### src/rtl/core/fbd_pkg.sv
// Shared constants and types of the flag-framed byte destuffer.
package fbd_pkg;

	localparam int FRAME_LEN_W = 10;
	localparam int BYTE_W = 8;
	localparam int unsigned COUNT_MAX_DEFAULT = 1023;
	localparam logic [FRAME_LEN_W-1:0] FRAME_LENGTH_RESET = 10'd256;

	localparam logic [BYTE_W-1:0] FLAG_BYTE = 8'h7e;
	localparam logic [BYTE_W-1:0] ESC_BYTE = 8'h7d;
	localparam logic [BYTE_W-1:0] ESC_FOR_FLAG = 8'h5e;
	localparam logic [BYTE_W-1:0] ESC_FOR_ESC = 8'h5d;

	localparam logic [1:0] KIND_DATA = 2'd0;
	localparam logic [1:0] KIND_END_OK = 2'd1;
	localparam logic [1:0] KIND_END_BAD = 2'd2;

	typedef struct packed {
		logic [1:0] kind;
		logic [BYTE_W-1:0] data_byte;
		logic last;
	} result_t;

	// results produced by one raw byte: num is 0, 1 or 2
	typedef struct packed {
		logic [1:0] num;
		result_t r0;
		result_t r1;
	} dec_t;

endpackage

### src/rtl/core/fbd_in_stage.sv
// Input register: holds one raw byte until the decode step takes it.
module fbd_in_stage
	import fbd_pkg::*;
(
	input  logic clk,
	input  logic arst_n,
	input  logic in_valid,
	output logic in_ready,
	input  logic [BYTE_W-1:0] rx_byte,
	input  logic take,
	output logic valid_s1,
	output logic [BYTE_W-1:0] byte_s1
);

	logic valid_q;

	assign in_ready = !valid_q || take;
	assign valid_s1 = valid_q;

	always_ff @(posedge clk or negedge arst_n) begin
		if (!arst_n) begin
			valid_q <= 1'b0;
		end else if (in_ready) begin
			valid_q <= in_valid;
		end
	end

	always_ff @(posedge clk) begin
		if (in_valid && in_ready) begin
			byte_s1 <= rx_byte;
		end
	end

endmodule

### src/rtl/core/fbd_decode.sv
// Frame state and destuffing logic for the byte held in the input register.
module fbd_decode
	import fbd_pkg::*;
#(
	parameter int unsigned COUNT_MAX = COUNT_MAX_DEFAULT
)
(
	input  logic clk,
	input  logic arst_n,
	input  logic [BYTE_W-1:0] byte_s1,
	input  logic take,
	input  logic [FRAME_LEN_W-1:0] frame_length,
	output dec_t dec
);

	localparam int CountW = $clog2(COUNT_MAX + 1);
	localparam int CmpW = (CountW > FRAME_LEN_W) ? CountW : FRAME_LEN_W;

	logic in_frame_q, esc_q;
	logic [CountW-1:0] raw_count_q;
	logic in_frame_d, esc_d;
	logic [CountW-1:0] raw_count_d;
	logic [CountW-1:0] count_bumped;
	logic [1:0] end_kind;
	logic [CmpW-1:0] count_ext, length_ext;

	assign count_bumped = (raw_count_q == CountW'(COUNT_MAX)) ? raw_count_q
		: raw_count_q + 1'b1;
	assign count_ext = CmpW'(raw_count_q);
	assign length_ext = CmpW'(frame_length);
	assign end_kind = (count_ext == length_ext) ? KIND_END_OK : KIND_END_BAD;

	always_comb begin
		dec = '0;
		in_frame_d = in_frame_q;
		esc_d = esc_q;
		raw_count_d = raw_count_q;
		if (!in_frame_q) begin
			if (byte_s1 == FLAG_BYTE) begin
				in_frame_d = 1'b1;
				esc_d = 1'b0;
				raw_count_d = '0;
			end
		end else if (esc_q) begin
			esc_d = 1'b0;
			dec.num = 2'd1;
			dec.r0.kind = KIND_DATA;
			dec.r0.data_byte = ESC_BYTE;
			if (byte_s1 == ESC_FOR_FLAG) begin
				raw_count_d = count_bumped;
				dec.r0.data_byte = FLAG_BYTE;
			end else if (byte_s1 == ESC_FOR_ESC) begin
				raw_count_d = count_bumped;
			end else if (byte_s1 == FLAG_BYTE) begin
				// escape right before the closing flag
				dec.num = 2'd2;
				dec.r1.kind = end_kind;
				in_frame_d = 1'b0;
				raw_count_d = '0;
			end else begin
				// unknown escape: both bytes go out as data
				raw_count_d = count_bumped;
				dec.num = 2'd2;
				dec.r1.kind = KIND_DATA;
				dec.r1.data_byte = byte_s1;
			end
		end else if (byte_s1 == FLAG_BYTE) begin
			dec.num = 2'd1;
			dec.r0.kind = end_kind;
			in_frame_d = 1'b0;
			raw_count_d = '0;
		end else if (byte_s1 == ESC_BYTE) begin
			raw_count_d = count_bumped;
			esc_d = 1'b1;
		end else begin
			raw_count_d = count_bumped;
			dec.num = 2'd1;
			dec.r0.kind = KIND_DATA;
			dec.r0.data_byte = byte_s1;
		end
		dec.r0.last = (dec.num == 2'd1);
		dec.r1.last = (dec.num == 2'd2);
	end

	always_ff @(posedge clk or negedge arst_n) begin
		if (!arst_n) begin
			in_frame_q <= 1'b0;
			esc_q <= 1'b0;
			raw_count_q <= '0;
		end else if (take) begin
			in_frame_q <= in_frame_d;
			esc_q <= esc_d;
			raw_count_q <= raw_count_d;
		end
	end

	a_esc_in_frame: assert property (@(posedge clk) disable iff (!arst_n)
		esc_q |-> in_frame_q)
		else $error("escape pending outside a frame");

	a_count_zero_outside: assert property (@(posedge clk) disable iff (!arst_n)
		!in_frame_q |-> (raw_count_q == '0))
		else $error("raw count not cleared outside a frame");

	a_count_saturates: assert property (@(posedge clk) disable iff (!arst_n)
		raw_count_q <= CountW'(COUNT_MAX))
		else $error("raw count beyond its saturation point");

endmodule

### src/rtl/core/fbd_out_stage.sv
// Result register with a one-entry hold for the second result of a byte.
module fbd_out_stage
	import fbd_pkg::*;
(
	input  logic clk,
	input  logic arst_n,
	input  logic valid_s1,
	input  dec_t dec,
	output logic take,
	output logic out_valid,
	input  logic out_ready,
	output result_t res
);

	logic out_valid_q, pend_valid_q;
	result_t out_q, pend_q;
	logic out_free;

	assign out_free = !out_valid_q || out_ready;
	assign take = valid_s1 && ((dec.num == 2'd0) || (!pend_valid_q && out_free));
	assign out_valid = out_valid_q;
	assign res = out_q;

	always_ff @(posedge clk or negedge arst_n) begin
		if (!arst_n) begin
			out_valid_q <= 1'b0;
			pend_valid_q <= 1'b0;
		end else if (pend_valid_q && out_free) begin
			out_valid_q <= 1'b1;
			pend_valid_q <= 1'b0;
		end else if (take && (dec.num != 2'd0)) begin
			out_valid_q <= 1'b1;
			pend_valid_q <= (dec.num == 2'd2);
		end else if (out_ready) begin
			out_valid_q <= 1'b0;
		end
	end

	always_ff @(posedge clk) begin
		if (pend_valid_q && out_free) begin
			out_q <= pend_q;
		end else if (take && (dec.num != 2'd0)) begin
			out_q <= dec.r0;
			pend_q <= dec.r1;
		end
	end

	a_pend_needs_out: assert property (@(posedge clk) disable iff (!arst_n)
		pend_valid_q |-> out_valid_q)
		else $error("held result without a result in the output register");

	a_pend_order: assert property (@(posedge clk) disable iff (!arst_n)
		pend_valid_q |-> (!out_q.last && pend_q.last))
		else $error("last flag out of order across a two-result byte");

	a_two_results_held: assert property (@(posedge clk) disable iff (!arst_n)
		(take && dec.num == 2'd2) |=> pend_valid_q)
		else $error("second result of a byte was not held");

endmodule

### src/rtl/core/flag_framed_byte_destuffer.sv
// Flag-framed byte destuffer: top level.
//
// Raw bytes enter on the in_valid/in_ready channel (rx_byte), one item per
// cycle while in_ready is high. Outside a frame only the flag 0x7e matters;
// it opens a frame. Inside a frame escapes 0x7d 0x5e and 0x7d 0x5d become data
// 0x7e and 0x7d, other bytes pass as data, and the closing flag yields an end
// result (kind 1 when the raw count matched frame_length, kind 2 otherwise).
// Results leave on the out_valid/out_ready channel as kind, data_byte and
// last. Each byte waits in the input register, its results in the output
// register. Throughput is one byte per cycle when not stalled; a byte that
// gives two results holds the input while the single output register drains
// the held second result. frame_length is written over cfg_valid/cfg_ready,
// always ready; the user writes it only while idle; the block does not enforce
// this. Reset puts the block outside a frame with a zero count and
// frame_length 256. When the receiver stalls, the result stays in the output
// register and the next byte that has results waits in the input register
// with in_ready low until out_ready rises; bytes without results still pass.
module flag_framed_byte_destuffer
	import fbd_pkg::*;
#(
	parameter int unsigned COUNT_MAX = COUNT_MAX_DEFAULT
)
(
	input  logic clk,
	input  logic arst_n,
	input  logic in_valid,
	output logic in_ready,
	input  logic [BYTE_W-1:0] rx_byte,
	output logic out_valid,
	input  logic out_ready,
	output logic [1:0] kind,
	output logic [BYTE_W-1:0] data_byte,
	output logic last,
	input  logic cfg_valid,
	output logic cfg_ready,
	input  logic [FRAME_LEN_W-1:0] frame_length
);

	logic [FRAME_LEN_W-1:0] frame_length_q;
	logic valid_s1, take;
	logic [BYTE_W-1:0] byte_s1;
	dec_t dec;
	result_t res;

	assign cfg_ready = 1'b1;

	always_ff @(posedge clk or negedge arst_n) begin
		if (!arst_n) begin
			frame_length_q <= FRAME_LENGTH_RESET;
		end else if (cfg_valid && cfg_ready) begin
			frame_length_q <= frame_length;
		end
	end

	fbd_in_stage u_in (
		.clk      (clk),
		.arst_n   (arst_n),
		.in_valid (in_valid),
		.in_ready (in_ready),
		.rx_byte  (rx_byte),
		.take     (take),
		.valid_s1 (valid_s1),
		.byte_s1  (byte_s1)
	);

	fbd_decode #(
		.COUNT_MAX (COUNT_MAX)
	) u_dec (
		.clk          (clk),
		.arst_n       (arst_n),
		.byte_s1      (byte_s1),
		.take         (take),
		.frame_length (frame_length_q),
		.dec          (dec)
	);

	fbd_out_stage u_out (
		.clk       (clk),
		.arst_n    (arst_n),
		.valid_s1  (valid_s1),
		.dec       (dec),
		.take      (take),
		.out_valid (out_valid),
		.out_ready (out_ready),
		.res       (res)
	);

	assign kind = res.kind;
	assign data_byte = res.data_byte;
	assign last = res.last;

endmodule

### config.mk
export PLATFORM = sky130hd
export DESIGN_NAME = flag_framed_byte_destuffer
export DESIGN_NICKNAME = d
export VERILOG_FILES = /design/src/rtl/core/fbd_pkg.sv /design/src/rtl/core/fbd_in_stage.sv /design/src/rtl/core/fbd_decode.sv /design/src/rtl/core/fbd_out_stage.sv /design/src/rtl/core/flag_framed_byte_destuffer.sv
export SDC_FILE = /design/constraint.sdc
export NUM_CORES = 1
export LEC_CHECK = 0
export BUFFER_PORTS_ARGS = -buffer_cell sky130_fd_sc_hd__buf_4
export CAP_MARGIN = 5
export CORE_UTILIZATION = 50
export CTS_CLUSTER_SIZE = 14
export DETAILED_ROUTE_END_ITERATION = 12
export GPL_TIMING_DRIVEN = 0
export PLACE_DENSITY = 0.7
export SYNTH_ARGS = -nofsm -noshare
export SYNTH_HDL_FRONTEND = slang
export SYNTH_HIERARCHICAL = 1
export SYNTH_SLANG_ARGS = --single-unit
### constraint.sdc
create_clock -name clk -period 6.4 [get_ports clk]
set_clock_uncertainty 0.05 [all_clocks]
set_input_delay 1.28 -clock clk [delete_from_list [all_inputs] [get_ports clk]]
set_output_delay 1.28 -clock clk [all_outputs]
set_load 0.02 [all_outputs]
---- Word level (Yosys, flattened, before mapping) ----
Cells that the tools add are included.
cells by class
  $add $sub $neg .......................... 1
  multiply operators ...................... 0
  divide/modulo/power cells ............... 0
  $lt $le $gt $ge ......................... 0
  equal/unequal tests ..................... 8
  shifts and indexed selects .............. 0
  multiplexer cells ....................... 34
  bitwise logic cells ..................... 4
  reductions and logical operators ........ 20
operator list
  operator                                                               count
  10-bit two-way mux                                                     7
  11-bit two-way mux                                                     3
  8-bit by 7-bit equality test with 1-bit output, second input constant  4
  12-bit two-way mux                                                     2
  1-bit two-way mux                                                      16
  10-bit by 1-bit adder with 10-bit output, second input constant        1
  10-bit equality test                                                   1
  10-bit equality test, second input constant                            1
  5-bit OR reduction                                                     2
  2-bit two-way mux                                                      4
  8-bit two-way mux                                                      1
  2-bit nonzero test                                                     3
  1-bit logical AND                                                      5
  1-bit inverter                                                         4
  2-bit AND reduction                                                    2
  1-bit zero test                                                        3
  1-bit logical OR                                                       3
  3-bit two-way mux                                                      1
  3-bit nonzero test                                                     1
  2-bit by 1-bit equality test with 1-bit output, second input constant  1
  2-bit equality test, second input constant                             1
  2-bit zero test                                                        1
word-level totals
  bits in registers ....................... 55
  latch bits .............................. 0
  RAM bits ................................ 0
  bits in read-only memories .............. 0
  bits of input ports ..................... 23
  output and inout bits ................... 14
  word-level logic and storage cells ...... 81
  memories ................................ 0

---- Logic depth before layout (Yosys ltp) ----
  depth after elaboration ................. 11
  depth in mapped cells ................... 12
  gate-level depth less buffers ........... 10

---- Hierarchy ----
Netlist, hierarchy kept.
by module, submodules not included
  module                      times used  cells an instance  area each (µm²)  seq. area each (µm²)
  fbd_decode                  1           153                1,223.7          300.3
  fbd_out_stage               1           49                 969.7            710.7
  flag_framed_byte_destuffer  1           23                 424.2            251.5
  fbd_in_stage                1           12                 294.0            265.3

---- Least setup slack after synthesis ----
Ideal clock, no wire load.
  path kind ............................... input to output
  start ................................... input out_ready
  end ..................................... output in_ready
  data arrival time ....................... 1.888 ns
  data required time ...................... 5.070 ns
  slack ................................... 3.182 ns
  cell stages on the path ................. 4
  path buffers ............................ 0
  path through ............................ nor2b_4 > nor2_1 > o21a_1 > nand2b_4
on the way
  cells in the longest elaborated chain, start to end .. 5
RTL lines
  what               line                              text
  from (decl)        flag_framed_byte_destuffer.sv:30  input logic out_ready,
  1-bit logical OR   fbd_out_stage.sv:19               assign out_free = !out_valid_q || out_ready;
  1-bit logical AND  fbd_out_stage.sv:20               assign take = valid_s1 && ((dec.num == 2'd0) || (!pend_valid_q && out_free));
  1-bit logical OR   fbd_out_stage.sv:20
  1-bit logical AND  fbd_out_stage.sv:20
  named net take     flag_framed_byte_destuffer.sv:40  logic valid_s1, take;
  1-bit logical OR   fbd_in_stage.sv:17                assign in_ready = !valid_q || take;
  to (decl)          flag_framed_byte_destuffer.sv:27  output logic in_ready,
The timed path passes the listed nets, and every way through them passes these cells.

==> impl_results.md <==
- Num CTS Buffers: 5
- Worst Path Max Fanout: 10
- Initial drt markers: between 100 and 150
- Most used DFF post-synth: edfxtp_1
- First-pass GRT wire length: 8.84 mm
- Pleak: approximately 1.4 nW
- Synthesized area per cell: 12.3 um^2
- Residual DRC count: 0
- VDD IR max: between 0.1 and 0.15 mV
- Cts hold-fix bufs: 0
- Asr flop ratio synth: 45.5%
- Post-DR wirelength/cell: 15.1 um
- Vias per cell: about 5.6
- Slew @ Worst Pin: 1030 ps
- GRT Total Usage: roughly a fifth
- Clock transition at path regs: 90 ps
- Number of routed nets with antenna violations: 0
- First-pass DRT Iterations: 5
- Grt met1 use: 25.4%
- Full die area: a little over 6000 um^2
- Syn-to-layout area delta: 15.7%
- Hold Fails Final Rpt: 0
- Critical Setup Path Class: flip-flop to output port
- Vias: between 1500 and 2000
- Die Y: 78.3 um
- Post-synth EDFFs: 30
- Setup Viol. Count Final: 0
- Worst skew pair latency: 300 ps
- Netlist Area Pre-Place: roughly 2900 um^2
- Slew Viols, Final: 0
- Final worst slack: 2550 ps
- Diode count: 0
- # nets final: 302
- Max Root-Sink Buffers: 2
- Buffers on Ports: 34
- Synth Instances: 237
- Unique cell type count in the Yosys netlist: 55
- # IOs: 37
- Status: finished clean
- Area after DPL: between 3000 and 4000 um^2
- Total routed wirelength: 5.30 mm
- Fill cell count: 487
- Layout cell share with drive strength beyond 1: 26.9%
- Pin count of the biggest net entering global routing: 26
- Post CTS Setup Buffer Count: 0
- Final cycle utilization of the critical path: 60.2%
- Die X: 78.3 um
- M3 GR Usage: 3.14%
- Slew headroom: 31.5%
- Tot Pwr: 0.790 mW
- Design Area, Final: 3370 um^2
- Critical Path RT: 5070 ps
- F_max: 260 MHz
- Global route total overflow: 0
- Synthesis Warnings: 6
- M2 GR Usage: 30.6%
- Max-cap viol count: 0
- Post-route setup TNS: 0 ps
- Antenna violations before repair: 0
- Syn_nets: 261
- Row cnt: 27
- CP Launch Type: flip-flop
- Sequential fraction of the synthesis area: 52.5%
- Starting density of the core: 52.2%
- Core box area: 5570 um^2
- Dpl cells: 343
- Vias in the first global route: 1849
- GRT busiest layer: met2
- H-tree depth: 2
- Min cycle time layout: 3850 ps
- Pwr per Cell Area: 235 nW/um^2
- #FFs+latches synth: 55
- Dpl ws: roughly 2800 ps
- Fin cells: between 300 and 400
- CTS sink cnt: 55
- Min-delay worst type: flip-flop to flip-flop
- Post-DP HPWL: around 3.9 mm
- Post-CTS sizing: 0
- RSZ-0062 raised after global routing: false
- Crit. End Element: output port
- CP arrival: 2520 ps
- TritonCTS clock tree: built
- GPL Wtd Cong: 0.853
- Root Driver: clkbuf_8
==> power breakdown <==
group          leakage [nW]  switching (mW)  total [mW]  internal, mW
sequential            0.591          0.0300       0.436         0.406
combinational         0.756          0.0646       0.132        0.0670
clock                0.0524           0.105       0.222         0.117
total                  1.40           0.200       0.790         0.591
==> layer usage <==
layer / part of all wire [%] / routed length (um) / vias up
met4: 1.3 / 69 / 0
met5: 0 / 0 / -
met2: 48 / 2560 / 48
li1: - / - / 961
met1: 46 / 2430 / 951
met3: 4.5 / 236 / 7
==> final timing paths <==
path | start | end | slack (ps) | cells past startpoint
max | u_in/byte_s1[7] | in_ready | 2550 | 9
min | frame_length_q[7] | frame_length_q[7] | 490 | 1
max reg2reg | u_in/byte_s1[7] | u_out/res[7] | 3380 | 7
min reg2reg | frame_length_q[7] | frame_length_q[7] | 490 | 1
max in group asynchronous | arst_n | frame_length_q[8] | 5190 | 1
min in group asynchronous | arst_n | frame_length_q[9] | 820 | 1
==> registers in the layout (all words and copies together) (netlist names), 8 cells and up <==
signal	flops
frame_length_q	10
u_out/pend_q	11
u_in/byte_s1	8
u_dec/count_ext	10
u_out/res	11
==> worst max-delay path: stages, from the launching register on <==
cell and delay [ps]:
edfxtp_1 430, and4b_1 260, buf_4 170, nand2_1 80, o32ai_1 380, o31a_1 240
nor2_1 50, o21a_1 270, nand2b_4 180, buf_4 160
==> logic make-up after synthesis <==
logic type,after synthesis,synth area share (%)
adder cells (fa/ha/maj),1,0.430
other,1,0.129
flip-flops,55,52.5
multiplexers,27,12.8
AO/OA/AOI/OAI,30,7.95
AND/OR/NAND/NOR,93,19.3
XOR/XNOR,12,3.61
buffers and inverters,18,3.31
==> cell usage after synthesis, drive strengths merged (3+ instances only) <==
| cell type | count | share of area (%) |
|---|---|---|
| nand3 | 5 | 0.86 |
| edfxtp | 30 | 31 |
| nor4 | 8 | 1.7 |
| xor2 | 9 | 2.7 |
| nand2 | 18 | 2.3 |
| o21ai | 4 | 0.69 |
| nand2b | 12 | 3.1 |
| mux2i | 6 | 2.1 |
| clkbuf | 7 | 0.95 |
| buf | 5 | 1.6 |
| xnor2 | 3 | 0.90 |
| inv | 6 | 0.77 |
| a41oi | 3 | 1.5 |
| nor2 | 7 | 0.90 |
| a21oi | 7 | 1.2 |
| mux2 | 21 | 11 |
| nor2b | 7 | 1.8 |
| o31a | 3 | 0.90 |
| nor3 | 8 | 1.5 |
| and4 | 4 | 1.2 |
| dfrtp | 24 | 21 |
| and2 | 8 | 1.8 |
| nand4 | 6 | 1.3 |
==> layout by cell type, fill, tap and decap left out, types with 8 or more instances in the layout <==
| cell type | count |
|---|---|
| nand2b_1 | 10 |
| clkbuf_1 | 8 |
| mux2_4 | 20 |
| edfxtp_1 | 30 |
| buf_4 | 36 |
| xor2_1 | 9 |
| nand2_1 | 18 |
| dfrtp_1 | 24 |
| nor4_1 | 8 |
==> per-stage QoR <==
stage	utilization, %	hold slack, ps
after global placement	58.4	471
after global routing	60.4	513
final	60.4	488
after detailed placement	58.4	473
after floorplan	-	452
after CTS	60.3	496
==> layout make-up <==
cell class | instances | area (um^2) | area share, %
buffer | 12 | 73.8 | 2.19
clock buffer | 7 | 76.3 | 2.27
inverter | 6 | 22.5 | 0.669
timing repair buffer | 34 | 255 | 7.58
tap | 72 | 90.1 | 2.67
multi-input combinational | 164 | 1290 | 38.4
sequential | 55 | 1530 | 45.4
clock inverter | 1 | 30.0 | 0.892
No activity file was read; power rests on OpenSTA's default activity.
